--- src/hw/rtl/ldr_light_level_classifier_top_assert.svh ---
// Assertion macros for the light level classifier.
// Used by the top level; depends on nothing else.
`ifndef LDR_LIGHT_LEVEL_CLASSIFIER_TOP_ASSERT_SVH
`define LDR_LIGHT_LEVEL_CLASSIFIER_TOP_ASSERT_SVH
`ifndef SYNTHESIS
`define LDRC_ASSERT(lbl, clk, rst_n, prop) \
    lbl: assert property (@(posedge clk) disable iff (!rst_n) prop) \
        else $error("ldrc assertion failed");
`define LDRC_ASSERT_NEXT(lbl, clk, rst_n, pre, post) \
    lbl: assert property (@(posedge clk) disable iff (!rst_n) (pre) |=> (post)) \
        else $error("ldrc assertion failed");
`else
`define LDRC_ASSERT(lbl, clk, rst_n, prop)
`define LDRC_ASSERT_NEXT(lbl, clk, rst_n, pre, post)
`endif
`endif

--- src/hw/rtl/ldrc_pkg.sv ---
// Shared types and constants of the light level classifier.
// Used by the interfaces, the lanes, the merge stage and the top level.
package ldrc_pkg;
    localparam int unsigned LANES = 4;
    localparam int unsigned SW = 12;
    localparam int unsigned RW = 16;
    localparam int unsigned PW = SW + RW;
    localparam int unsigned IDXW = 4;
    localparam logic [SW-1:0] ADC_FULL = 12'd4095;
    localparam logic [RW-1:0] R_MAX = 16'hFFFF;

    localparam logic [IDXW-1:0] IDX_DIVR0 = 4'd0;
    localparam logic [IDXW-1:0] IDX_DIVR1 = 4'd1;
    localparam logic [IDXW-1:0] IDX_DIVR2 = 4'd2;
    localparam logic [IDXW-1:0] IDX_DIVR3 = 4'd3;
    localparam logic [IDXW-1:0] IDX_DARK = 4'd4;
    localparam logic [IDXW-1:0] IDX_INDOOR = 4'd5;
    localparam logic [IDXW-1:0] IDX_SHADE = 4'd6;
    localparam logic [IDXW-1:0] IDX_SUN = 4'd7;

    localparam logic [2:0] LVL_NIGHT = 3'd0;
    localparam logic [2:0] LVL_INDOOR = 3'd1;
    localparam logic [2:0] LVL_SHADE = 3'd2;
    localparam logic [2:0] LVL_MSUN = 3'd3;
    localparam logic [2:0] LVL_FSUN = 3'd4;

    typedef struct packed {
        logic [RW-1:0] res;
        logic          clip;
    } lane_res_t;
endpackage

--- src/hw/rtl/ldrc_lane.sv ---
// One channel lane: multiply, then a pipelined restoring divider, one bit a stage.
// Depends on ldrc_pkg.
module ldrc_lane import ldrc_pkg::*;
(
    input  logic          clk,
    input  logic          en,
    input  logic [SW-1:0] sample,
    input  logic [RW-1:0] divr,
    output lane_res_t     result
);
    logic [PW-1:0] prod_reg;
    logic [SW-1:0] dvs_reg;
    logic          full_reg;

    logic [SW-1:0] rem_reg [RW];
    logic [RW-1:0] low_reg [RW];
    logic [RW-1:0] q_reg [RW];
    logic [SW-1:0] d_reg [RW];
    logic          sat_reg [RW];

    always_ff @(posedge clk)
    begin
        if (en)
        begin
            prod_reg <= {{RW{1'b0}}, sample} * {{SW{1'b0}}, divr};
            dvs_reg <= ADC_FULL - sample;
            full_reg <= (sample == ADC_FULL);
        end
    end

    for (genvar i = 0; i < RW; i++)
    begin : g_stage
        logic [SW-1:0] in_rem;
        logic [RW-1:0] in_low;
        logic [RW-1:0] in_q;
        logic [SW-1:0] in_d;
        logic          in_sat;
        logic [SW:0]   trial;
        logic          ge;

        if (i == 0)
        begin : g_first
            always_comb
            begin
                in_rem = prod_reg[PW-1:RW];
                in_low = prod_reg[RW-1:0];
                in_q = '0;
                in_d = dvs_reg;
                in_sat = full_reg || (prod_reg[PW-1:RW] >= dvs_reg);
            end
        end
        else
        begin : g_next
            always_comb
            begin
                in_rem = rem_reg[i-1];
                in_low = low_reg[i-1];
                in_q = q_reg[i-1];
                in_d = d_reg[i-1];
                in_sat = sat_reg[i-1];
            end
        end

        assign trial = {in_rem, in_low[RW-1]};
        assign ge = (trial >= {1'b0, in_d});

        always_ff @(posedge clk)
        begin
            if (en)
            begin
                rem_reg[i] <= ge ? SW'(trial - {1'b0, in_d}) : trial[SW-1:0];
                low_reg[i] <= {in_low[RW-2:0], 1'b0};
                q_reg[i] <= {in_q[RW-2:0], ge};
                d_reg[i] <= in_d;
                sat_reg[i] <= in_sat;
            end
        end
    end

    assign result.res = sat_reg[RW-1] ? R_MAX : q_reg[RW-1];
    assign result.clip = sat_reg[RW-1];
endmodule

--- config.mk ---
export PLATFORM = sky130hd
export DESIGN_NAME = ldrc_lane
export DESIGN_NICKNAME = d
export VERILOG_FILES = /design/src/hw/rtl/ldr_light_level_classifier_top_assert.svh /design/src/hw/rtl/ldrc_pkg.sv /design/src/hw/rtl/ldrc_lane.sv
export SDC_FILE = /design/constraint.sdc
export NUM_CORES = 1
export LEC_CHECK = 0
export CORE_MARGIN = 5
export CORE_UTILIZATION = 60
export CTS_BUF_LIST = sky130_fd_sc_hd__clkbuf_8
export DETAILED_ROUTE_END_ITERATION = 6
export DONT_BUFFER_PORTS = 1
export PLACE_DENSITY = 0.79
export REMOVE_ABC_BUFFERS = 1
export SLEW_MARGIN = 10
export SYNTH_ARGS = -nofsm -noshare
export SYNTH_HDL_FRONTEND = slang
export SYNTH_SLANG_ARGS = --single-unit
--- constraint.sdc ---
create_clock -name clk -period 6.5 [get_ports clk]
set_clock_uncertainty 0.15 [all_clocks]
set_input_delay 0.65 -clock clk [delete_from_list [all_inputs] [get_ports clk]]
set_output_delay 0.65 -clock clk [all_outputs]
set_load 0.05 [all_outputs]
* Word-level counts from Yosys, hierarchy flattened
Memories as Yosys holds them, arrays and structs flattened.
Cells that the tools add are included.
Widths: inputs -> output; s select.
** Word-level totals
- Bits in registers :: 41
- Bits in writable memories :: 896
- Input bits :: 30
- Memories :: 5
** Memory list
- q_reg :: words 16, bits a word 16, rd ports 16, clocked after Yosys merged registers in 0, wr ports 16, RTL line ldrc_lane.sv:17 : logic [RW-1:0] q_reg [RW];
- low_reg :: words 16, bits a word 15, rd ports 15, clocked after Yosys merged registers in 0, wr ports 16, RTL line ldrc_lane.sv:16 : logic [RW-1:0] low_reg [RW];
- d_reg :: words 16, bits a word 12, rd ports 15, clocked after Yosys merged registers in 0, wr ports 16, RTL line ldrc_lane.sv:18 : logic [SW-1:0] d_reg [RW];
- rem_reg :: words 16, bits a word 12, rd ports 15, clocked after Yosys merged registers in 0, wr ports 16, RTL line ldrc_lane.sv:15 : logic [SW-1:0] rem_reg [RW];
- sat_reg :: words 16, bits a word 1, rd ports 16, clocked after Yosys merged registers in 0, wr ports 16, RTL line ldrc_lane.sv:19 : logic sat_reg [RW];
** Cells by class
- Add/subtract/negate cells :: 17
- Multipliers :: 1
- Order comparisons :: 17
- Equality and inequality tests :: 1
- Multiplexer cells :: 19
- Reductions and logical operators :: 1
** Operator list (number)
- $ge 13x12->1 :: 16
- $mux 12 :: 16
- $sub 12x12->12 :: 16
- $mul 12x16->28 :: 1
- $mux 16 :: 1
- $eq 12x12->1 const B :: 1
- $ge 12x12->1 :: 1
- $sub 12x12->12 const A :: 1
- $mux 1 :: 2
- $logic_or 1x1->1 :: 1

* Longest topological paths before layout
Gate-level depths: netlist (run 1).
An unclocked memory read counts as a cell.
- Depth in word-level cells :: 3
- Depth in mapped cells :: 21
- Gate-level depth less buffers :: 19

* Least setup slack after synthesis (run 1)
Ideal clock, no wire load.
- Path type :: input -> register
- From :: input port sample[5]
- To :: register prod_reg[21] (data pin)
- Library setup time :: 135 ps
- Arrival time :: 5846 ps
- Required time :: 6215 ps
- Path slack :: 369 ps
- Cell stages on the path :: 19
- Cells stage by stage :: clkbuf_1 > clkbuf_1 > nand2_1 > fa_1 > fa_1 > inv_1 > fa_1 > fa_1 > inv_1 > fa_1 > inv_1 > ha_1 > and3_1 > and3_1 > a41oi_1 > o211a_1 > o221a_2 > or4b_2 > nand3_1
** On the way
- Longest elaborated chain between the ends :: 1
** RTL lines
- start, declared :: RTL line ldrc_lane.sv:7 : input logic [SW-1:0] sample,
- $mul 12x16->28 :: RTL line ldrc_lane.sv:25 : prod_reg <= {{RW{1'b0}}, sample} * {{SW{1'b0}}, divr};
- end signal, assigned :: RTL line ldrc_lane.sv:25
- end, declared :: RTL line ldrc_lane.sv:11 : logic [PW-1:0] prod_reg;
Every way passes these cells.
A chain may end at the register's enable or synchronous reset.

* Worst setup path in the final report (run 1)
- From :: input port divr[3]
- To :: register prod_reg[21] (data pin)
** On the way
- Longest elaborated chain between the ends :: 1
** RTL lines
- start, declared :: RTL line ldrc_lane.sv:8 : input logic [RW-1:0] divr,
- $mul 12x16->28 :: RTL line ldrc_lane.sv:25
Every way passes these cells.

==> results of run 1 <==
## worst max path at each step
stage               slack [ns]           end  cells after the start
finish                    1.21  prod_reg[21]                     18
global route              1.08  prod_reg[21]                     18
CTS                       1.25  prod_reg[21]                     18
detailed placement        0.51  prod_reg[21]                     18
global placement          0.55  prod_reg[21]                     18
floorplan                 0.76  prod_reg[21]                     18
## cell families (layout without fill, tap and decap cells)
logic type      count (synthesis)  count (layout)  share of synthesized area
simple gates                  652             652                     0.0843
fa+ha+maj                     425             425                      0.172
compound gates                471             471                     0.0833
mux                           126             126                     0.0374
buf+inv                       526             672                     0.0529
other cells                     0               1                          0
xor+xnor                      140             140                     0.0326
flops                         673             673                      0.537
## timing repair
item	4_1_cts	5_1_grt
hold endpoints to repair	13	40
endpoints found under the setup margin	0	0
hold buffers	13	1
## power by group through the flow
stage	registers, mW	logic, mW	clock network (mW)
2_1_floorplan	6.71	7.01	0
3_3_place_gp	6.88	8.36	0
3_5_place_dp	6.92	8.78	0
4_1_cts	6.85	8.87	3.38
5_1_grt	6.93	10.1	3.59
6_report	6.84	8.95	3.28
## stage by stage
step           setup WS [ns]  total power, mW  hold slack, ns
5_1_grt                 1.08             20.6          0.0867
2_1_floorplan          0.765             13.7           0.250
3_3_place_gp           0.551             15.2           0.251
4_1_cts                 1.25             19.1          0.0404
6_report                1.21             19.1           0.132
3_5_place_dp           0.508             15.7           0.255
## layer usage
layer  share of wire  vias up  track usage
li1                -    10800            -
met3           0.035      193       0.0329
met5               0        -            0
met4           0.037        0       0.0803
met2            0.53      511        0.375
met1            0.39    11000        0.235
## synthesized netlist by cell type, drive strengths merged (22+ instances only)
master / count
a21o: 68
a21oi: 121
a31oi: 26
and2: 73
and3: 32
clkbuf: 57
edfxtp: 673
fa: 155
ha: 270
inv: 460
mux2: 96
mux2i: 30
nand2: 233
nand3: 49
nor2: 108
nor2b: 29
nor3: 37
o21a: 36
o21ai: 91
or2: 22
xnor2: 76
xor2: 64
## area by class of cell
class                           count  area [um^2]  share of cell area
Timing Repair Buffer               22          270             0.00665
Inverter                          460         1730              0.0425
Clock buffer                      108         1490              0.0366
Antenna cell                        1         2.50           0.0000616
Tap cell                          837         1050              0.0258
Sequential cell                   673        20200               0.497
Multi-Input combinational cell   1814        15400               0.380
Clock inverter                     82          457              0.0112
## critical path: stages
cell and delay [ns]:
and2_1 0.15, fa_1 0.53, inv_1 0.05, fa_1 0.47, inv_1 0.06, fa_1 0.51
fa_1 0.55, inv_1 0.06, fa_1 0.52, inv_1 0.04, ha_1 0.36, and3_1 0.23
and3_1 0.17, a41oi_1 0.06, o211a_1 0.20, o221a_2 0.34, or4b_2 0.63, nand3_1 0.10
==> results.sh, run 1 <==
export IMPL_irDropWorstVdd_mv=0.400
export IMPL_ios=47
export IMPL_timing_critical_path_from_type="input pin"
export IMPL_ys_ff_latch=673
export IMPL_fin_crit_sh=0.814
export IMPL_cts_buffers=107
export IMPL_grt_pass1_vias=23600
export IMPL_seq_power_share=0.359
export IMPL_status="complete, no violations"
export IMPL_synth_top_area_frac=0.537
export IMPL_rsz0062_at_grt="no"
export IMPL_drcViolationCount=0
export IMPL_hpwlAfterDp_um=47200
export IMPL_antenna_left=0
export IMPL_synth_cells=3013
export IMPL_synth_distinct_cells=63
export IMPL_hold_class="in2reg"
export IMPL_final_cell_mix="673 x edfxtp_1, 501 x inv_1, 270 x ha_1, 233 x nand2_1, 155 x fa_1"
export IMPL_clock_path_buffers=3
export IMPL_p_int_mw=12.1
export IMPL_fin_cells=3997
export IMPL_min_from="divr[0]"
export IMPL_drt_initial_drc_count=1440
export IMPL_finalHoldViolCount=0
export IMPL_cts_htree_levels=3
export IMPL_syn_area_per_cell_um2=12.5
export IMPL_fin_tns_setup_ns=0
export IMPL_fp_dieH_um=260
export IMPL_design_area_um2=40600
export IMPL_coreArea_um2=61900
export IMPL_clkPwrFrac=0.172
export IMPL_port_buffers=0
export IMPL_dp_cells=3789
export IMPL_dieArea_um2=67800
export IMPL_cp_max_fo=12
export IMPL_seq_area_frac_synth=0.537
export IMPL_nets=3533
export IMPL_tightest_slew_ns=1.28
export IMPL_via_per_inst=5.62
export IMPL_min_path_cells=2
export IMPL_drv_slew=0
export IMPL_routed_wl_um=67600
export IMPL_setup_viol=0
export IMPL_end_kind="flip-flop"
export IMPL_fill_cells=4530
export IMPL_pwr_share_comb=0.469
export IMPL_hold_path_end="prod_reg[1]"
export IMPL_initial_core_util=0.607
export IMPL_rr_worst_depth=9
export IMPL_ys_async_sr_fraction=0
export IMPL_wl_per_cell_um=16.9
export IMPL_cts_resized=0
export IMPL_cp_startpoint="divr[3]"
export IMPL_maxCapViolCount=0
export IMPL_final_core_util=0.656
export IMPL_relSlewSlack=0.144
export IMPL_p_switching_mw=7.02
export IMPL_syn_to_final_growth_pct=7.99
export IMPL_powerDensity_nw_per_um2=470
export IMPL_ys_flop_type="edfxtp_1"
export IMPL_cts_reportedPaths_clkPinSlew_ns=0.06
export IMPL_cp_required_ns=6.90
export IMPL_drive_gt1_frac=0.0852
export IMPL_crit_arrival_ns=5.69
export IMPL_grt_overflow=0
export IMPL_insertion_delay_ns=0.71
export IMPL_p_leak_nw=17.2
export IMPL_r2r_slack_ns=2.76
export IMPL_swShare=0.368
export IMPL_synth_edf_count=673
export IMPL_syn_area_um2=37600
export IMPL_cts_tree="yes"
export IMPL_vias=22500
export IMPL_critPathKind="in2reg"
export IMPL_layout_min_cycle_time_ns=5.29
export IMPL_clock_fmax_ghz=0.189
export IMPL_die_w_um=260
export IMPL_yosysTopAreaCell="edfxtp_1"
export IMPL_track_usage=0.202
export IMPL_r2r_end="rem_reg[0][63]"
export IMPL_synth_area_leaders="edfxtp_1 54%, ha_1 9.0%, fa_1 8.2%"
export IMPL_post_cts_buffers=0
export IMPL_grt_first_pass_wirelength_um=113000
export IMPL_regToRegStartpoint="d_reg[0][49]"
export IMPL_antenna_found_initial=1
export IMPL_cts_sinks=673
export IMPL_grt_start_max_net_pins=674
export IMPL_cts_root_buf="clkbuf_8"
export IMPL_fp_row_count=91
export IMPL_final_common_cell="edfxtp_1"
export IMPL_gp_congestion=0.889
export IMPL_drt_pass1_iter_count=5
export IMPL_synth_warnings=0
export IMPL_place_area_um2=38400
No activity file was read; power rests on OpenSTA's default activity.
==> inputs of run 2 (changes only) <==
--- a/config.mk
+++ b/config.mk
@@ -6,11 +6,11 @@
 export NUM_CORES = 1
 export LEC_CHECK = 0
 export CORE_MARGIN = 5
-export CORE_UTILIZATION = 60
+export CORE_UTILIZATION = 64
 export CTS_BUF_LIST = sky130_fd_sc_hd__clkbuf_8
 export DETAILED_ROUTE_END_ITERATION = 6
 export DONT_BUFFER_PORTS = 1
-export PLACE_DENSITY = 0.79
+export PLACE_DENSITY = 0.8
 export REMOVE_ABC_BUFFERS = 1
 export SLEW_MARGIN = 10
 export SYNTH_ARGS = -nofsm -noshare
==> constraint.sdc (replaced) <==
create_clock -name clk -period 5.2 [get_ports clk]
set_clock_uncertainty 0.15 [all_clocks]
set_input_delay 0.52 -clock clk [delete_from_list [all_inputs] [get_ports clk]]
set_output_delay 0.52 -clock clk [all_outputs]
set_load 0.05 [all_outputs]
==> run 2 against run 1 <==
  * The run now ends with slew limit left
  * Count of clock-buffer cells in the layout shrank 1
  * Non-clock buffer count up 36
  * Flip-flop and latch count is the same
  * Global-route usage is 1.9 points higher
  * Critical path type unchanged
  * Critical endpoint unchanged
==> results.sh, run 2 (same netlist as run 1, synthesis figures left out) <==
export IMPL_status="complete, but fails checks"
export IMPL_violations="slew limit"
export IMPL_routed_wl_um=69400
export IMPL_pwr_share_comb=0.475
export IMPL_crit_arrival_ns=5.45
export IMPL_regArea_um2=20200
export IMPL_fp_row_count=88
export IMPL_cp_num_cells=18
export IMPL_grt_overflow=0
export IMPL_relSlewSlack=-0.739
export IMPL_fp_dieH_um=252
export IMPL_hold_class="in2reg"
export IMPL_p_leak_nw=17.5
export IMPL_cts_reportedPaths_clkPinSlew_ns=0.06
export IMPL_worst_slack_ns=0.148
export IMPL_fill_cells=3873
export IMPL_place_ws_ns=-0.627
export IMPL_critPathTopFamily="adder cells"
export IMPL_via_per_inst=5.74
export IMPL_track_usage=0.221
export IMPL_regToRegStartpoint="d_reg[0][49]"
export IMPL_ios=47
export IMPL_syn_to_final_growth_pct=9.27
export IMPL_vias=22800
export IMPL_multi_input_area_um2=15400
export IMPL_final_common_cell="edfxtp_1"
export IMPL_r2r_end="rem_reg[0][63]"
export IMPL_drive_gt1_frac=0.103
export IMPL_cp_startpoint="divr[3]"
export IMPL_cp_endpoint="prod_reg[21]"
export IMPL_critPathKind="in2reg"
export IMPL_cts_root_buf="clkbuf_8"
export IMPL_fin_crit_sh=0.972
export IMPL_design_area_um2=41100
export IMPL_rr_worst_depth=9
export IMPL_final_core_util=0.710
export IMPL_drcViolationCount=0
export IMPL_grt_start_max_net_pins=674
export IMPL_end_kind="flip-flop"
export IMPL_p_switching_mw=9.06
export IMPL_total_power_mw=25.4
export IMPL_rsz0062_at_grt="no"
export IMPL_holdWs_ns=0.0493
export IMPL_dp_cells=3752
export IMPL_cpMaxStageDelayCell="or4b_2"
export IMPL_hpwlAfterDp_um=48400
export IMPL_cp_required_ns=5.60
export IMPL_finalHoldViolCount=0
export IMPL_clock_fmax_ghz=0.198
export IMPL_nets=3569
export IMPL_gp_congestion=0.892
export IMPL_insertion_delay_ns=0.73
export IMPL_min_from="sample[0]"
export IMPL_place_area_um2=38600
export IMPL_swShare=0.357
export IMPL_max_stage_delay_ns=0.64
export IMPL_seq_power_share=0.338
export IMPL_fin_cells=3970
export IMPL_path_cells="and2_1, fa_1, inv_1, fa_1, inv_1, fa_1, fa_1, inv_1, fa_1, inv_1, ha_1, and3_4, and3_1, a41oi_1, o211a_1, o221a_2, or4b_2, nand3_1"
export IMPL_clock_path_buffers=3
export IMPL_final_cell_mix="673 x edfxtp_1, 482 x inv_1, 270 x ha_1, 233 x nand2_1, 155 x fa_1"
export IMPL_cts_sinks=673
export IMPL_grt_first_pass_wirelength_um=116000
export IMPL_cp_common_cell="fa_1"
export IMPL_dieArea_um2=63700
export IMPL_cts_buffers=107
export IMPL_maxCapViolCount=0
export IMPL_layout_min_cycle_time_ns=5.05
export IMPL_grt_pass1_vias=24300
export IMPL_coreArea_um2=57900
export IMPL_port_buffers=0
export IMPL_cts_htree_levels=3
export IMPL_wl_per_cell_um=17.5
export IMPL_antenna_left=0
export IMPL_irDropWorstVdd_mv=0.580
export IMPL_drv_slew=457
export IMPL_setup_viol=0
export IMPL_die_w_um=252
export IMPL_cts_tree="yes"
export IMPL_cp_max_fo=12
export IMPL_drt_initial_drc_count=1607
export IMPL_p_int_mw=16.3
export IMPL_clkPwrFrac=0.186
export IMPL_antenna_found_initial=1
export IMPL_initial_core_util=0.650
export IMPL_powerDensity_nw_per_um2=617
export IMPL_crit_buf_inv=4
export IMPL_fin_tns_setup_ns=0
export IMPL_timing_critical_path_from_type="input pin"
export IMPL_drt_pass1_iter_count=5
export IMPL_r2r_slack_ns=1.56
export IMPL_tightest_slew_ns=2.61
## run 2: worst reg2reg max path: cells and delay by family, from the launching register on
kind                       cells  cell delay (ns)
AOI/OAI and AO/OA              4             1.56
adders and majority gates      1             0.23
buffers and inverters          1             0.08
DFF                            1             0.43
muxes                          1             0.43
and+or+nand+nor                2             0.50
## run 2: cell type report
type                            count  share of cell area
Antenna cell                        2            0.000122
Sequential cell                   673               0.492
Clock inverter                     91              0.0194
Clock buffer                      107              0.0358
Tap cell                          765              0.0233
Inverter                          460              0.0420
Multi-Input combinational cell   1814               0.376
Timing Repair Buffer               58              0.0121
## run 2: routing by layer
metal | GRT usage | part of all wire | up-vias
met5 | 0 | 0 | -
met4 | 0.0887 | 0.035 | 0
met3 | 0.0355 | 0.039 | 186
met2 | 0.408 | 0.53 | 548
met1 | 0.257 | 0.39 | 11200
li1 | - | - | 10800
## run 2: repair_timing
item / CTS / global route
endpoints found under the setup margin: 0 / 5
hold endpoints to repair: 215 / 51
hold buffers: 15 / 2
gates resized for setup: 0 / 3
setup buffers: 0 / 1
## run 2: worst min path at each step
stage	end	cells past startpoint
detailed placement	low_reg[0][22]	0
finish	full_reg	2
CTS	rem_reg[0][21]	0
floorplan	low_reg[0][0]	0
global placement	q_reg[0][66]	0
global route	full_reg	2
## run 2: power by group through the flow
stage	clock (mW)	combinational [mW]	sequential (mW)
2_1_floorplan	0	8.76	8.39
3_3_place_gp	0	11.3	8.60
3_5_place_dp	0	11.8	8.65
4_1_cts	4.86	12.0	8.56
5_1_grt	5.11	13.5	8.66
6_report	4.73	12.1	8.58
==> inputs of run 3 (changes only) <==
--- a/config.mk
+++ b/config.mk
@@ -6,11 +6,11 @@
 export NUM_CORES = 1
 export LEC_CHECK = 0
 export CORE_MARGIN = 5
-export CORE_UTILIZATION = 64
+export CORE_UTILIZATION = 65
 export CTS_BUF_LIST = sky130_fd_sc_hd__clkbuf_8
 export DETAILED_ROUTE_END_ITERATION = 6
 export DONT_BUFFER_PORTS = 1
-export PLACE_DENSITY = 0.8
+export PLACE_DENSITY = 0.81
 export REMOVE_ABC_BUFFERS = 1
 export SLEW_MARGIN = 10
 export SYNTH_ARGS = -nofsm -noshare
==> run 3 against run 2 <==
  * The run ends with DRC, slew limit left
  * Register-to-register slack got worse by 0.10 ns
  * Critical path depth unchanged
  * Worst hold slack improved by 0.014 ns
==> results.sh, run 3 (same netlist as run 1, synthesis figures left out) <==
export IMPL_status="complete, but fails checks"
export IMPL_violations="DRC, slew limit"
export IMPL_drv_slew=185
export IMPL_final_common_cell="edfxtp_1"
export IMPL_clock_path_buffers=3
export IMPL_cts_root_buf="clkbuf_8"
export IMPL_cp_required_ns=5.58
export IMPL_setup_viol=0
export IMPL_fp_row_count=88
export IMPL_final_cell_mix="673 x edfxtp_1, 486 x inv_1, 270 x ha_1, 233 x nand2_1, 155 x fa_1"
export IMPL_cts_sinks=673
export IMPL_drive_gt1_frac=0.0974
export IMPL_cp_max_fo=12
export IMPL_rr_worst_depth=9
export IMPL_grt_start_max_net_pins=674
export IMPL_coreArea_um2=57500
export IMPL_min_path_cells=2
export IMPL_ios=47
export IMPL_grt_pass1_vias=24600
export IMPL_cts_htree_levels=3
export IMPL_port_buffers=0
export IMPL_powerDensity_nw_per_um2=607
export IMPL_end_kind="flip-flop"
export IMPL_track_usage=0.229
export IMPL_initial_core_util=0.655
export IMPL_die_w_um=251
export IMPL_fp_dieH_um=251
export IMPL_relSlewSlack=-0.186
export IMPL_finalHoldViolCount=0
export IMPL_via_per_inst=5.80
export IMPL_clock_fmax_ghz=0.198
export IMPL_irDropWorstVdd_mv=0.690
export IMPL_dieArea_um2=62800
export IMPL_cts_reportedPaths_clkPinSlew_ns=0.06
export IMPL_grt_overflow=0
export IMPL_fin_crit_sh=0.970
export IMPL_nets=3563
export IMPL_drt_pass1_iter_count=7
export IMPL_antenna_found_initial=2
export IMPL_hpwlAfterDp_um=49700
export IMPL_antenna_left=0
export IMPL_maxCapViolCount=0
export IMPL_dp_cells=3750
export IMPL_vias=23000
export IMPL_routed_wl_um=71200
export IMPL_drt_initial_drc_count=1580
export IMPL_insertion_delay_ns=0.71
export IMPL_crit_arrival_ns=5.43
export IMPL_holdWs_ns=0.0632
export IMPL_timing_critical_path_from_type="input pin"
export IMPL_p_leak_nw=17.3
export IMPL_wl_per_cell_um=18.0
export IMPL_hold_class="in2reg"
export IMPL_drcViolationCount=2
export IMPL_gp_congestion=0.879
export IMPL_tightest_slew_ns=1.78
export IMPL_grt_first_pass_wirelength_um=119000
export IMPL_syn_to_final_growth_pct=8.21
export IMPL_critPathKind="in2reg"
export IMPL_layout_min_cycle_time_ns=5.04
export IMPL_cts_buffers=104
export IMPL_cts_tree="yes"
export IMPL_fin_cells=3958
[run 3: changes by cell type in the layout (fill, tap and decap cells not counted), moves of 4 or more]
cell | previous run | this run
inv_1 | 482 | 486
clkinv_2 | 21 | 16
clkinv_1 | 25 | 32
bufinv_16 | 13 | 2
[run 3: metal layers]
layer | track usage | share of wire
met2 | 0.422 | 0.53
met3 | 0.0367 | 0.042
met1 | 0.264 | 0.38
met5 | 0 | 0
met4 | 0.102 | 0.042
[run 3: timing repair]
item / 4_1_cts / 5_1_grt
buffers inserted: 0 / 1
gates resized for setup: 0 / 5
endpoints found under the hold margin: 226 / 23
endpoints found under the setup margin: 0 / 5
hold buffers: 14 / 2
[run 3: final timing paths]
kind | startpoint | endpoint | slack [ns]
max reg2reg | d_reg[0][49] | rem_reg[0][62] | 1.46
min reg2reg | prod_reg[12] | low_reg[0][12] | 0.26
min | sample[11] | full_reg | 0.06
max | divr[3] | prod_reg[21] | 0.16
[run 3: power by group]
group	leakage [nW]	switching, mW	internal (mW)
Sequential	6.56	0.621	7.96
Combinational	9.66	6.42	5.68
Clock	1.07	2.03	2.01
[run 3: worst max-delay path: stages]
cell and delay (ns):
and2_1 0.15, fa_1 0.54, inv_1 0.05, fa_1 0.48
inv_1 0.06, fa_1 0.50, fa_1 0.55, inv_1 0.06
fa_1 0.52, inv_1 0.05, ha_1 0.30, and3_4 0.20
and3_1 0.16, a41oi_1 0.07, o211a_1 0.18, o221a_2 0.31
or4b_2 0.63, nand3_1 0.10
[run 3: layout make-up]
class / count / area (um^2)
antenna: 1 / 2.50
clock buffer: 106 / 1460
clock inverter: 84 / 432
fill: 3908 / 16800
inverter: 460 / 1730
multi-input combinational: 1814 / 15500
sequential: 673 / 20200
tap: 765 / 957
timing repair buffer: 55 / 470
[run 3: through the flow]
stage	total power [mW]	utilization	TNS, ns	cell area (um^2)	setup slack, ns
2_1_floorplan	17.1	-	-1.21	37400	-0.405
3_3_place_gp	19.8	0.672	-4.16	38600	-0.471
3_5_place_dp	20.4	0.672	-5.26	38600	-0.562
4_1_cts	24.6	0.707	0	40600	0.160
5_1_grt	26.6	0.708	-0.00695	40700	-0.00695
6_report	24.7	0.708	0	40700	0.157
