==> src/hw/rtl/ldr_light_level_classifier_top_assert.svh <==
// Assertion macros for the light level classifier.
// Used by the top level; depends on nothing else.
`ifndef LDR_LIGHT_LEVEL_CLASSIFIER_TOP_ASSERT_SVH
`define LDR_LIGHT_LEVEL_CLASSIFIER_TOP_ASSERT_SVH
`ifndef SYNTHESIS
`define LDRC_ASSERT(lbl, clk, rst_n, prop) \
    lbl: assert property (@(posedge clk) disable iff (!rst_n) prop) \
        else $error("ldrc assertion failed");
`define LDRC_ASSERT_NEXT(lbl, clk, rst_n, pre, post) \
    lbl: assert property (@(posedge clk) disable iff (!rst_n) (pre) |=> (post)) \
        else $error("ldrc assertion failed");
`else
`define LDRC_ASSERT(lbl, clk, rst_n, prop)
`define LDRC_ASSERT_NEXT(lbl, clk, rst_n, pre, post)
`endif
`endif

==> src/hw/rtl/ldrc_pkg.sv <==
// Shared types and constants of the light level classifier.
// Used by the interfaces, the lanes, the merge stage and the top level.
package ldrc_pkg;
    localparam int unsigned LANES = 4;
    localparam int unsigned SW = 12;
    localparam int unsigned RW = 16;
    localparam int unsigned PW = SW + RW;
    localparam int unsigned IDXW = 4;
    localparam logic [SW-1:0] ADC_FULL = 12'd4095;
    localparam logic [RW-1:0] R_MAX = 16'hFFFF;

    localparam logic [IDXW-1:0] IDX_DIVR0 = 4'd0;
    localparam logic [IDXW-1:0] IDX_DIVR1 = 4'd1;
    localparam logic [IDXW-1:0] IDX_DIVR2 = 4'd2;
    localparam logic [IDXW-1:0] IDX_DIVR3 = 4'd3;
    localparam logic [IDXW-1:0] IDX_DARK = 4'd4;
    localparam logic [IDXW-1:0] IDX_INDOOR = 4'd5;
    localparam logic [IDXW-1:0] IDX_SHADE = 4'd6;
    localparam logic [IDXW-1:0] IDX_SUN = 4'd7;

    localparam logic [2:0] LVL_NIGHT = 3'd0;
    localparam logic [2:0] LVL_INDOOR = 3'd1;
    localparam logic [2:0] LVL_SHADE = 3'd2;
    localparam logic [2:0] LVL_MSUN = 3'd3;
    localparam logic [2:0] LVL_FSUN = 3'd4;

    typedef struct packed {
        logic [RW-1:0] res;
        logic          clip;
    } lane_res_t;
endpackage

==> src/hw/rtl/ldrc_merge.sv <==
// Merge stage: averages the lane resistances and classifies the average.
// Depends on ldrc_pkg; holds the output register.
module ldrc_merge import ldrc_pkg::*;
(
    input  logic          clk,
    input  logic          en,
    input  lane_res_t     lane [LANES],
    input  logic [RW-1:0] thr_dark,
    input  logic [RW-1:0] thr_indoor,
    input  logic [RW-1:0] thr_shade,
    input  logic [RW-1:0] thr_sun,
    output logic [2:0]    light_level,
    output logic [RW-1:0] avg_resistance,
    output logic          saturated
);
    logic [RW+1:0] sum;
    logic [RW-1:0] avg;
    logic          clip;
    logic [2:0]    level;
    logic [2:0]    level_reg;
    logic [RW-1:0] avg_reg;
    logic          sat_reg;

    always_comb
    begin
        sum = '0;
        clip = 1'b0;
        for (int i = 0; i < LANES; i++)
        begin
            sum = sum + {2'b00, lane[i].res};
            clip = clip | lane[i].clip;
        end
        avg = sum[RW+1:2];
        priority if (avg >= thr_dark)
            level = LVL_NIGHT;
        else if (avg >= thr_indoor)
            level = LVL_INDOOR;
        else if (avg >= thr_shade)
            level = LVL_SHADE;
        else if (avg >= thr_sun)
            level = LVL_MSUN;
        else
            level = LVL_FSUN;
    end

    always_ff @(posedge clk)
    begin
        if (en)
        begin
            level_reg <= level;
            avg_reg <= avg;
            sat_reg <= clip;
        end
    end

    assign light_level = level_reg;
    assign avg_resistance = avg_reg;
    assign saturated = sat_reg;
endmodule

==> config.mk <==
export PLATFORM = sky130hd
export DESIGN_NAME = ldrc_merge
export DESIGN_NICKNAME = d
export VERILOG_FILES = /design/src/hw/rtl/ldr_light_level_classifier_top_assert.svh /design/src/hw/rtl/ldrc_pkg.sv /design/src/hw/rtl/ldrc_merge.sv
export SDC_FILE = /design/constraint.sdc
export NUM_CORES = 1
export LEC_CHECK = 0
export BUFFER_PORTS_ARGS = -buffer_cell sky130_fd_sc_hd__buf_2
export CAP_MARGIN = 20
export CORE_ASPECT_RATIO = 0.9
export CORE_MARGIN = 3
export CORE_UTILIZATION = 40
export CTS_CLUSTER_DIAMETER = 200
export DETAILED_ROUTE_END_ITERATION = 6
export GPL_ROUTABILITY_DRIVEN = 0
export GPL_TIMING_DRIVEN = 0
export HOLD_SLACK_MARGIN = 0.02
export PLACE_DENSITY = 0.68
export SYNTH_ARGS = -nofsm -noshare
export SYNTH_HDL_FRONTEND = slang
export SYNTH_SLANG_ARGS = --single-unit
==> constraint.sdc <==
create_clock -name clk -period 7.5 [get_ports clk]
set_input_delay 0.75 -clock clk [delete_from_list [all_inputs] [get_ports clk]]
set_output_delay 0.75 -clock clk [all_outputs]
set_load 0.03 [all_outputs]
After elaboration in Yosys (flattened, before gate mapping)
Index checks and enable logic that the tools add are counted.
{"block": "word_totals", "register_bits": 20, "latchBits": 0, "ram_bits": 0, "mem_bits_ro": 0, "in_bits": 134, "elab_cells": 20, "n_memories": 0}
{"block": "op_classes", "n_addsub": 3, "n_mul": 0, "n_div": 0, "order_cmp": 4, "n_eq_ne": 0, "n_shift": 0, "muxes": 3, "bitwise_logic": 3, "reduce_logical": 2}
{"op": "16-bit greater-or-equal comparator", "count": 4}
{"op": "17-bit by 16-bit adder with 18-bit output", "count": 1}
{"op": "18-bit by 16-bit adder with 18-bit output", "count": 1}
{"op": "16-bit by 16-bit adder with 17-bit output", "count": 1}
{"op": "3-bit 2-to-1 mux", "count": 1}
{"op": "1-bit bitwise OR", "count": 3}
{"op": "3-bit OR reduction", "count": 1}
{"op": "2-bit 2-to-1 mux", "count": 1}
{"op": "2-bit OR reduction", "count": 1}
{"op": "1-bit 2-to-1 mux", "count": 1}

Longest topological paths before layout
Gate-level depths: netlist of the first run.
{"block": "depth", "word_depth": 7, "ltp_mapped": 19, "depth_no_buf": 18}

Least setup slack after synthesis of the first run
No wires, ideal clock.
{"block": "synth_path", "kind": "input to register", "startpoint": "input port lane[2] in the netlist's numbering", "endpoint": "register level_reg[0] (netlist: light_level[0]), data pin", "setup_ns": 0.268, "arrival_time_ns": 4.744, "slack_ns": 2.488, "cell_stages": 16, "path_buffers": 0, "cell_sequence": "inv_1 fa_1 fa_1 or3b_4 fa_1 nor2b_1 o31a_1 nor2_4 o31ai_2 a21oi_1 xnor2_1 ha_1 a21o_1 a211o_1 o32ai_1 a21oi_1"}
{"block": "synth_between", "elab_chain_len": 5, "elab_cells_between_ends": 8, "classes_between": "add/sub: 1; order compare: 4; mux: 3"}
{"item": "start: declaration", "line": "ldrc_merge.sv:7", "source": "input lane_res_t lane [LANES],"}
{"item": "18-bit by 16-bit adder with 18-bit output (*)", "line": "ldrc_merge.sv:30", "source": "sum = sum + {2'b00, lane[i].res};"}
{"item": "net sum[15]", "line": "ldrc_merge.sv:16", "source": "logic [RW+1:0] sum;"}
{"item": "16-bit greater-or-equal comparator", "line": "ldrc_merge.sv:40", "source": "else if (avg >= thr_sun)"}
{"item": "3-bit 2-to-1 mux", "line": "ldrc_merge.sv:40"}
{"item": "2-bit 2-to-1 mux", "line": "ldrc_merge.sv:38", "source": "else if (avg >= thr_shade)"}
{"item": "1-bit 2-to-1 mux", "line": "ldrc_merge.sv:36", "source": "else if (avg >= thr_indoor)"}
{"item": "end signal: assignment", "line": "ldrc_merge.sv:50", "source": "level_reg <= level;"}
{"item": "end: declaration", "line": "ldrc_merge.sv:20", "source": "logic [2:0] level_reg;"}
The timed path passes the listed nets; every way through them passes the cells marked *.
A chain may end at the register's enable or synchronous reset.

Final worst setup path of the first run
{"block": "layout_path", "startpoint": "input port lane[2] in the netlist's numbering", "endpoint": "register level_reg[1] (netlist: light_level[1]), data pin"}
{"block": "layout_between", "elab_chain_len": 4, "elab_cells_between_ends": 8, "classes_between": "add/sub: 1; order compare: 4; mux: 2; reduce/logical: 1"}
{"item": "18-bit by 16-bit adder with 18-bit output (*)", "line": "ldrc_merge.sv:30"}
{"item": "net sum[13]", "line": "ldrc_merge.sv:16"}
{"item": "16-bit greater-or-equal comparator", "line": "ldrc_merge.sv:40"}
{"item": "3-bit 2-to-1 mux", "line": "ldrc_merge.sv:40"}
{"item": "2-bit 2-to-1 mux", "line": "ldrc_merge.sv:38"}
Marks and branches as above.

==> summary.txt, run 1 <==
Outcome
  • Status: finished clean

Clocking
  • Clock Sinks: 20
  • H-tree Lvls: 1
  • Cts hold-fix bufs: 0
  • Post-CTS setup buffers: 0
  • Num CTS Buffers: 3
  • Clock Tree Root: clkbuf_8
  • CTS Buffer Depth: 2
  • CTS tree: yes
  • Clock slew at reported path FFs: 90 ps
  • CTS resizes: 0

Worst setup path
  • Crit path DAT: 5650 ps
  • CP required: approximately 7600 ps
  • Setup Crit Path Kind: in2reg
  • CP Capture Type: register
  • CP max stage delay: about 560 ps
  • Slowest-stage cell, CP: fa_1
  • Crit path launch type: primary input
  • Most frequent CP cell: fa_1
  • CP Cell Sequence: buf_2, inv_1, fa_1, fa_1, or3b_4, fa_1, nor2b_1, o31a_1, nor2_4, o31ai_2, o21a_1, xor2_1, ha_1, a21oi_1, o21ai_0, a211oi_1, nor3_1, o22a_1, a211oi_1
  • Max FO, Critical Path: 5

Global routing
  • GR Util met3: about 2.3%
  • Most used routing layer: met2
  • M1 GR Usage: 21.4%
  • Number of global-route vias before repair: roughly 3400
  • Global route overflow: 0
  • Pin count of the biggest net entering global routing: 21
  • Global routing usage on met2: a little under a third
  • Total track usage: 16.9%
  • Antenna violations before repair: 0
  • Global-route wire length before repair: around 15000 um

Placement
  • DP Worst Slack: roughly 1600 ps
  • Port buffer count: around 150
  • Dpl cells: ~700
  • HPWL after DPL: ~8500 um

Routing
  • DRT antenna net count: 0
  • Initial DRC count: roughly 110
  • Vias/cell: approximately 4.7
  • WL/cell: between 10 and 15 um
  • Routed vias: about 3400
  • Final WL: 9320 um
  • TritonRoute pass-1 iters: 4
  • DRC viols: 0

Synthesis
  • Yosys reg bits: 20
  • Mean post-synth cell area: between 8 and 9 sq um
  • Mapped Area: between 3000 and 4000 sq um
  • Top cell type's share of synthesized area: approximately a quarter
  • Asr flop ratio synth: 0%
  • Sequential share of the synthesized area: 15.7%
  • Synth Flop Type: edfxtp_1
  • Synth top area cells: ha_1 26%, fa_1 17%, edfxtp_1 16%
  • Synthesis warning total: 0
  • Cells after Synth: between 400 and 500
  • Synth area leader: ha_1
  • Synthesized Nets: ~700
  • Unique masters post-synth: 50
  • Number of synthesized flops with an enable pin: 20

Cells and area
  • Share of cells above drive strength 1: between 20% and 30%
  • Fin cells: around 700
  • Nets@finish: around 840
  • Fin util: 52.4%
  • Register area: 601 sq um
  • Multi-input gate area: approximately 2700 sq um
  • Layout area overhead: 25.8%
  • # fillers: between 800 and 900
  • Antenna Cells: 0

Timing
  • Final worst path period need: 5560 ps
  • Worst slew pin tran: 637 ps
  • Total negative slack: 0 ps
  • Final Hold Fails: 0
  • Post-route setup slack: 1940 ps
  • RSZ-0062 raised after global routing: no
  • # setup viols final: 0
  • Slew HR: roughly 57%
  • Post-route clock period utilization: ~74%
  • Final Max Tran Viols: 0
  • Fmax: 180 MHz

Floorplan
  • Initial Util: about two fifths
  • Core Area: just over 9000 sq um
  • Die Area: 10800 sq um
  • I/O Pins: approximately 150
  • Die Height: between 90 and 100 um
  • Site row count: 33
  • Die width: 109 um

Power and ir drop
  • LEAKAGE: between 2 and 3 nW
  • Cell Pwr Density: around 320 nW/um^2
  • Maximum vdd drop: roughly 0.16 mV
  • Final Power: between 1.5 and 2 mW

Job
  • Total of max-cap violations: 0

Worst hold path
  • Hold WC Path Type: in2reg
## metal layers
layer,vias to the layer above,share of wire (%)
met3,8,6.6
li1,1771,-
met4,0,0.76
met2,98,50
met1,1505,43
met5,-,0
## flip-flops by register name, summed over array words and instances (netlist names)
name	cells
saturated	1
avg_resistance	16
light_level	3
## cell type report
cell class | instances | area share [%]
Multi-Input combinational cell | 282 | 56.3
Clock inverter | 1 | 0.622
Inverter | 136 | 10.6
Timing Repair Buffer | 153 | 15.9
Buffer | 2 | 0.181
Tap cell | 122 | 3.16
Clock buffer | 3 | 0.855
Sequential cell | 20 | 12.4
## cells by family after synthesis
kind of cell	count (synthesis)	share of synthesized area, %
flops	20	15.7
buf+inv	138	13.5
compound gates	89	16.1
xor+xnor	11	2.51
simple gates	71	9.72
fa+ha+maj	111	42.5
## Yosys cell counts (all sizes together) (2+ instances only)
cell type  number
o31ai           2
ha             79
nor2           17
a21oi          31
nand2          16
o211ai          3
o21ai          14
and4            2
a41oi           2
nor2b           5
nor3            7
xor2            3
or4             2
nand4           6
nand3           5
a31oi           2
a211oi          5
xnor2           8
fa             32
and3            3
o21a            2
nand2b          2
edfxtp         20
a211o           3
a21o           14
inv           136
## path summary, 6_finish.rpt
check	start	to	cells past startpoint
setup / recovery	lane[2]	light_level[1]	19
hold / removal	lane[0]	saturated	2
## placed cells by master, fill, tap and decap left out, types with 4 or more instances in the layout
cell	count
inv_1	136
nor2b_1	5
o21ai_0	14
nor2_1	16
a21o_1	14
a21oi_1	30
xnor2_1	8
nand3_1	5
nand2_1	16
nor3_1	7
nand4_1	6
ha_1	79
buf_2	154
edfxtp_1	20
fa_1	32
a211oi_1	4
## report_power, final
part / switching, mW / internal [mW] / total, mW / leakage [nW]
combinational: 0.731 / 0.479 / 1.21 / 2.60
clock: 0.0407 / 0.0713 / 0.112 / 0.0357
sequential: 0.0113 / 0.200 / 0.211 / 0.196
## worst max-delay path: cells and delay by family
kind            cells  cell delay (ps)
buf+inv             2              120
compound gates      8             1790
simple gates        4              740
fa+ha+maj           4             1750
xor+xnor            1              480
## stage by stage
stage	hold slack [ps]	area, sq um
floorplan	862	3840
global placement	1020	4760
detailed placement	1010	4760
CTS	735	4830
global route	751	4830
finish	738	4830
Note: power is estimated with default switching activity, not from simulation.
==> run 2: changes to the inputs <==
--- a/config.mk
+++ b/config.mk
@@ -5,6 +5,7 @@
 export SDC_FILE = /design/constraint.sdc
 export NUM_CORES = 1
 export LEC_CHECK = 0
+export ABC_AREA = 1
 export BUFFER_PORTS_ARGS = -buffer_cell sky130_fd_sc_hd__buf_2
 export CAP_MARGIN = 20
 export CORE_ASPECT_RATIO = 0.9
@@ -15,7 +16,7 @@
 export GPL_ROUTABILITY_DRIVEN = 0
 export GPL_TIMING_DRIVEN = 0
 export HOLD_SLACK_MARGIN = 0.02
-export PLACE_DENSITY = 0.68
+export PLACE_DENSITY = 0.67
 export SYNTH_ARGS = -nofsm -noshare
 export SYNTH_HDL_FRONTEND = slang
 export SYNTH_SLANG_ARGS = --single-unit
==> constraint.sdc (replaced) <==
create_clock -name clk -period 5.7 [get_ports clk]
set_input_delay 0.57 -clock clk [delete_from_list [all_inputs] [get_ports clk]]
set_output_delay 0.57 -clock clk [all_outputs]
set_load 0.03 [all_outputs]
==> run 2 against run 1 <==
Net effect:
- critical path depth is 1 lower
- synthesized cell count is 27% higher
- critical path type unchanged
- clock power is 72% higher
- routed wire length is 2.2% higher
- largest power group unchanged
- via count is 15% higher
- final cell count is 17% higher
- sequential cell count stayed put
==> summary.txt, run 2 <==
Timing
  • Fmax: roughly 230 MHz
  • RSZ-0062 raised after global routing: no
  • # setup viols final: 0 (unchanged)
  • Final worst path period need: 4420 ps
  • Worst slew pin tran: 639 ps (+1.75 ps)
  • Total negative slack: 0 ps (unchanged)
  • Final hold slack: 587 ps (-151 ps)
  • Slew HR: 57.1% (-0.12 points)
  • Post-route clock period utilization: between 70% and 80%
  • Final Hold Fails: 0 (unchanged)
  • Final Max Tran Viols: 0 (unchanged)
  • Post-route setup slack: 1280 ps (-665 ps)

Synthesis
  • Asr flop ratio synth: 0% (unchanged)
  • Cells after Synth: 557 (+27%)
  • Synthesis warning total: 0 (unchanged)
  • Sequential share of the synthesized area: 14.8% (-0.86 points)
  • Mapped Area: 4060 sq um (+5.8%)
  • Top cell type's share of synthesized area: 24.3% (-1.4 points)
  • Yosys reg bits: 20 (unchanged)
  • Synthesized Nets: 802 (+17%)
  • Number of synthesized flops with an enable pin: 20 (unchanged)
  • Most frequent cell after synthesis: inv_1
  • Unique masters post-synth: 27 (-46%)
  • Mean post-synth cell area: 7.29 sq um (-16%)
  • Synth Flop Type: edfxtp_1
  • Synth area leader: ha_1
  • Synth top area cells: ha_1 24%, inv_1 16%, fa_1 16%
  • Top post-synthesis cells by count: 174 x inv_1, 110 x nand2_1, 79 x ha_1

Clocking
  • H-tree Lvls: 1 (unchanged)
  • Clock slew at reported path FFs: 60 ps (-30 ps)
  • Cts hold-fix bufs: 0 (unchanged)
  • Num CTS Buffers: 3 (unchanged)
  • CTS resizes: 0 (unchanged)
  • CTS tree: yes
  • Post-CTS setup buffers: 0 (unchanged)
  • CTS Buffer Depth: 2 (unchanged)
  • Clock Sinks: 20 (unchanged)
  • Clock Tree Root: clkbuf_16

Worst hold path
  • Hold WC Path Type: in2reg

Global routing
  • Antenna violations before repair: 0 (unchanged)
  • Global route overflow: 0 (unchanged)
  • Pin count of the biggest net entering global routing: 21 (unchanged)
  • Global-route wire length before repair: 16000 um (+8.5%)
  • Number of global-route vias before repair: 3942 (+17%)
  • Total track usage: 16.6% (-0.29 points)

Worst setup path
  • CP Capture Type: register
  • Setup Crit Path Kind: in2reg
  • Crit path launch type: primary input
  • Max FO, Critical Path: 5 (unchanged)
  • CP required: 5710 ps (-1880 ps)
  • Crit path DAT: 4430 ps (-1220 ps)

Routing
  • Final WL: 9520 um (+2.2%)
  • Initial DRC count: 115 (+2.7%)
  • DRC viols: 0 (unchanged)
  • Routed vias: 3889 (+15%)
  • DRT antenna net count: 0 (unchanged)
  • TritonRoute pass-1 iters: 4 (unchanged)
  • Vias/cell: 4.63 (-1.6%)
  • WL/cell: 11.3 um (-13%)

Power and ir drop
  • Maximum vdd drop: 0.302 mV (+94%)
  • Cell Pwr Density: 415 nW/um^2 (+31%)
  • LEAKAGE: 3.20 nW (+13%)

Cells and area
  • Antenna Cells: 0 (unchanged)
  • Share of cells above drive strength 1: 22.5% (-5.8 points)
  • Layout area overhead: 25.3%
  • Nets@finish: 960 (+14%)
  • # fillers: 976 (+13%)
  • Most frequent cells in the layout: 174 x inv_1, 153 x buf_2, 110 x nand2_1
  • Post-route cell area: 5090 sq um (+5.4%)
  • Max reg flops: 16 (unchanged)
  • Commonest non-fill, non-tap cell in the layout: inv_1

Floorplan
  • Core Area: 9780 sq um (+6.3%)
  • Die Area: 11400 sq um (+5.5%)
  • Initial Util: 41.5% (-0.18 points)
  • Site row count: 34 (+3.0%)
  • Die width: 112 um (+2.7%)
  • I/O Pins: 154 (unchanged)
  • Die Height: 102 um (+2.7%)

Placement
  • DP Worst Slack: 1010 ps (-620 ps)
  • HPWL after DPL: 8640 um (+2.3%)
  • Port buffer count: 153 (unchanged)
  • Cell Area, Placed: 4980 sq um (+4.8%)

Outcome
  • Status: finished clean

Job
  • Total of max-cap violations: 0 (unchanged)
run 2: cell types whose count changed in the layout (fill, tap and decap cells not counted), moves of 4 or more:
cell and change:
a21oi_1 +6, xnor2_1 -4, nor2_1 +18, a21o_1 -10
o21ai_0 -8, nand2_1 +94, a211oi_1 -4, inv_1 +38
o21bai_1 +6, nand3_1 +16, nor2b_1 -5
run 2: path summary, 6_finish.rpt:
path,start,endpoint,slack [ps],cells past startpoint
worst min-delay path,lane[34],saturated,590,2
worst max-delay path,lane[2],light_level[0],1280,18
run 2: layer usage:
layer | track usage, % | vias up | share of wire [%]
li1 | - | 2023 | -
met1 | 20.5 | 1731 | 43
met2 | 31.6 | 121 | 50
met3 | 1.25 | 14 | 6.0
met4 | 4.07 | 0 | 1.2
met5 | 0 | - | 0
run 2: stage by stage:
step / total power, mW / std cells / utilization (%)
final: 2.11 / 840 / 52.0
after global routing: 2.38 / 840 / 52.0
after CTS: 2.13 / 840 / 52.0
after detailed placement: 1.92 / 836 / 50.9
after global placement: 1.84 / 836 / 50.9
after floorplan: 1.50 / 557 / -
run 2: worst max-delay path: stages:
cell	delay [ps]
buf_2	80
inv_1	50
fa_1	570
fa_1	420
inv_1	60
nand3_1	110
fa_1	450
o21ai_1	310
nand3_1	120
nand4_1	160
xor2_1	470
ha_1	360
a21oi_1	160
nand2_1	60
a21oi_1	150
nand2_1	70
nor2_1	160
a21oi_1	100
run 2: layout make-up:
cell class                 instances  area, sq um  share of cell area (%)
clock inverter                     1         30.0                   0.590
clock buffer                       3         75.1                    1.48
multi-input combinational        363         2810                    55.2
timing repair buffer             153          766                    15.0
tap                              126          158                    3.10
inverter                         174          653                    12.8
sequential                        20          601                    11.8
run 2: cell families after synthesis:
family	share of synthesized area [%]
DFF	14.8
xor gates and xnor gates	1.94
and+or+nand+nor	18.5
AOI/OAI and AO/OA	8.57
adders and majority gates	40.1
buffers and inverters	16.1
run 2: power by group:
group | leakage [nW] | internal (mW) | switching [mW]
Clock | 0.0511 | 0.139 | 0.0536
Sequential | 0.195 | 0.258 | 0.0117
Combinational | 2.95 | 0.617 | 1.03
==> run 3: changes to the inputs <==
==> constraint.sdc (replaced) <==
create_clock -name clk -period 4.5 [get_ports clk]
set_input_delay 0.45 -clock clk [delete_from_list [all_inputs] [get_ports clk]]
set_output_delay 0.45 -clock clk [all_outputs]
set_load 0.03 [all_outputs]
==> run 3 against run 2 <==
Net effect:
- routed wire length is essentially flat
- critical endpoint unchanged
- core utilization grew 0.31 points
- via count shrank 0.13%
- critical path type unchanged
- clock power grew 26%
==> summary.txt, run 3 (same netlist as run 2, synthesis figures left out) <==
Floorplan
  • Die Height: 102 um (unchanged)
  • Die width: 112 um (unchanged)
  • Initial Util: 41.5% (unchanged)
  • Core Area: 9780 sq um (unchanged)
  • I/O Pins: 154 (unchanged)
  • Site row count: 34 (unchanged)
  • Die Area: 11400 sq um (unchanged)

Global routing
  • Number of global-route vias before repair: 3942 (unchanged)
  • Global-route wire length before repair: 16000 um (unchanged)
  • Total track usage: 16.6% (unchanged)
  • Pin count of the biggest net entering global routing: 21 (unchanged)
  • Global route overflow: 0 (unchanged)
  • Antenna violations before repair: 0 (unchanged)

Clocking
  • CTS Buffer Depth: 2 (unchanged)
  • Post-CTS setup buffers: 0 (unchanged)
  • H-tree Lvls: 1 (unchanged)
  • Clock slew at reported path FFs: 60 ps (about the same)
  • Cts hold-fix bufs: 0 (unchanged)
  • CTS tree: yes
  • Clock Tree Root: clkbuf_16
  • Num CTS Buffers: 3 (unchanged)
  • Clock Sinks: 20 (unchanged)

Worst setup path
  • CP max stage delay: 510 ps (-60 ps)
  • CP required: 4510 ps (-1200 ps)
  • Slowest-stage cell, CP: fa_1
  • Max FO, Critical Path: 5 (unchanged)
  • Setup Crit Path Kind: in2reg
  • CP Capture Type: register
  • CP Cell Sequence: buf_2, inv_1, fa_1, fa_1, inv_1, ha_1, a21oi_1, o21ai_0, nand2_1, nand4_1, nand2_1, nand3_1, ha_1, nand2_1, nor2_1, nand2_1, nor3b_1, nand3b_1, a21oi_1
  • Most frequent CP cell: nand2_1
  • Crit path launch type: primary input
  • Crit path DAT: 4100 ps (-330 ps)

Timing
  • Final Max Tran Viols: 0 (unchanged)
  • Post-route clock period utilization: between 90% and 100%
  • Post-route setup slack: 405 ps (-873 ps)
  • Final Hold Fails: 0 (unchanged)
  • # setup viols final: 0 (unchanged)
  • Slew HR: 58.8% (+1.7 points)
  • Final worst path period need: between 4000 and 5000 ps
  • RSZ-0062 raised after global routing: no
  • Worst slew pin tran: 614 ps (-25.0 ps)
  • Total negative slack: 0 ps (unchanged)
  • Fmax: 244 MHz

Worst hold path
  • Hold-critical path depth: 2 (unchanged)
  • Min-delay src: lane[34]
  • Worst Hold End: saturated
  • Hold WC Path Type: in2reg

Outcome
  • Status: finished clean

Routing
  • DRT antenna net count: 0 (unchanged)
  • Final WL: 9520 um (about the same)
  • TritonRoute pass-1 iters: 4 (unchanged)
  • Initial DRC count: 122 (+6.1%)
  • Routed vias: 3884 (-0.13%)
  • Vias/cell: 4.62 (-0.13%)
  • DRC viols: 0 (unchanged)
  • WL/cell: 11.3 um (about the same)

Placement
  • Cell Area, Placed: 4980 sq um (unchanged)
  • Dpl cells: 836 (unchanged)
  • Port buffer count: 153 (unchanged)
  • HPWL after DPL: 8640 um (unchanged)
  • DP Worst Slack: -67.6 ps (-1080 ps)

Power and ir drop
  • Cell Pwr Density: 528 nW/um^2 (+27%)
  • Final Power: 2.70 mW (+28%)
  • LEAKAGE: 3.21 nW (+0.32%)
  • Maximum vdd drop: 0.383 mV (+27%)

Cells and area
  • Post-route cell area: 5120 sq um (+0.59%)
  • Most frequent cells in the layout: 174 x inv_1, 153 x buf_2, 110 x nand2_1
  • Nets@finish: 960 (unchanged)
  • Share of cells above drive strength 1: 23.0% (+0.42 points)
  • Antenna Cells: 0 (unchanged)
  • Max reg flops: 16 (unchanged)
  • Layout area overhead: 26.1%
  • Commonest non-fill, non-tap cell in the layout: inv_1
  • # fillers: 971 (-0.51%)
  • Fin cells: 840 (unchanged)

Job
  • Total of max-cap violations: 0 (unchanged)
[run 3: stage by stage]
step,hold WS [ps],utilization [%]
CTS,462,52.0
detailed placement,722,50.9
finish,467,52.3
global route,462,52.3
global placement,716,50.9
floorplan,562,-
[run 3: worst max path at each step]
stage             from        endpoint  slack, ps  depth (start not counted)
2_1_floorplan  lane[2]  light_level[1]        620                         17
3_3_place_gp   lane[2]  light_level[0]         60                         18
3_5_place_dp   lane[2]  light_level[0]        -70                         18
4_1_cts        lane[2]  light_level[0]        180                         18
5_1_grt        lane[9]  light_level[0]         80                         23
6_report       lane[7]  light_level[0]        400                         19
[run 3: layout make-up]
type | count | area [sq um] | share of cell area (%)
repair buffers | 153 | 766 | 15.0
clock buffers | 3 | 75.1 | 1.47
inverters | 174 | 653 | 12.8
well taps | 126 | 158 | 3.08
flip-flops and latches | 20 | 601 | 11.7
multi-input cells | 363 | 2840 | 55.4
clock inverters | 1 | 30.0 | 0.587
[run 3: worst max-delay path: cells and delay by family]
kind,cells,cell delay (ps)
adders and majority gates,4,1710
and+or+nand+nor,9,1360
AOI/OAI and AO/OA,3,410
buffers and inverters,3,170
[run 3: metal layers]
| layer | global-route usage [%] | vias up | part of all wire (%) |
|---|---|---|---|
| met3 | 1.25 | 12 | 5.9 |
| met5 | 0 | - | 0 |
| li1 | - | 2026 | - |
| met4 | 4.07 | 0 | 1.2 |
| met1 | 20.5 | 1734 | 43 |
| met2 | 31.6 | 112 | 50 |
[run 3: where the power goes]
part	internal, mW	switching, mW	total, mW
sequential	0.327	0.0148	0.342
clock	0.177	0.0679	0.244
combinational	0.797	1.32	2.12
total	1.30	1.40	2.70
[run 3: what timing repair did]
action	CTS	global route
hold endpoints to repair	0	0
endpoints found under the setup margin	0	3
gates resized for setup	0	4
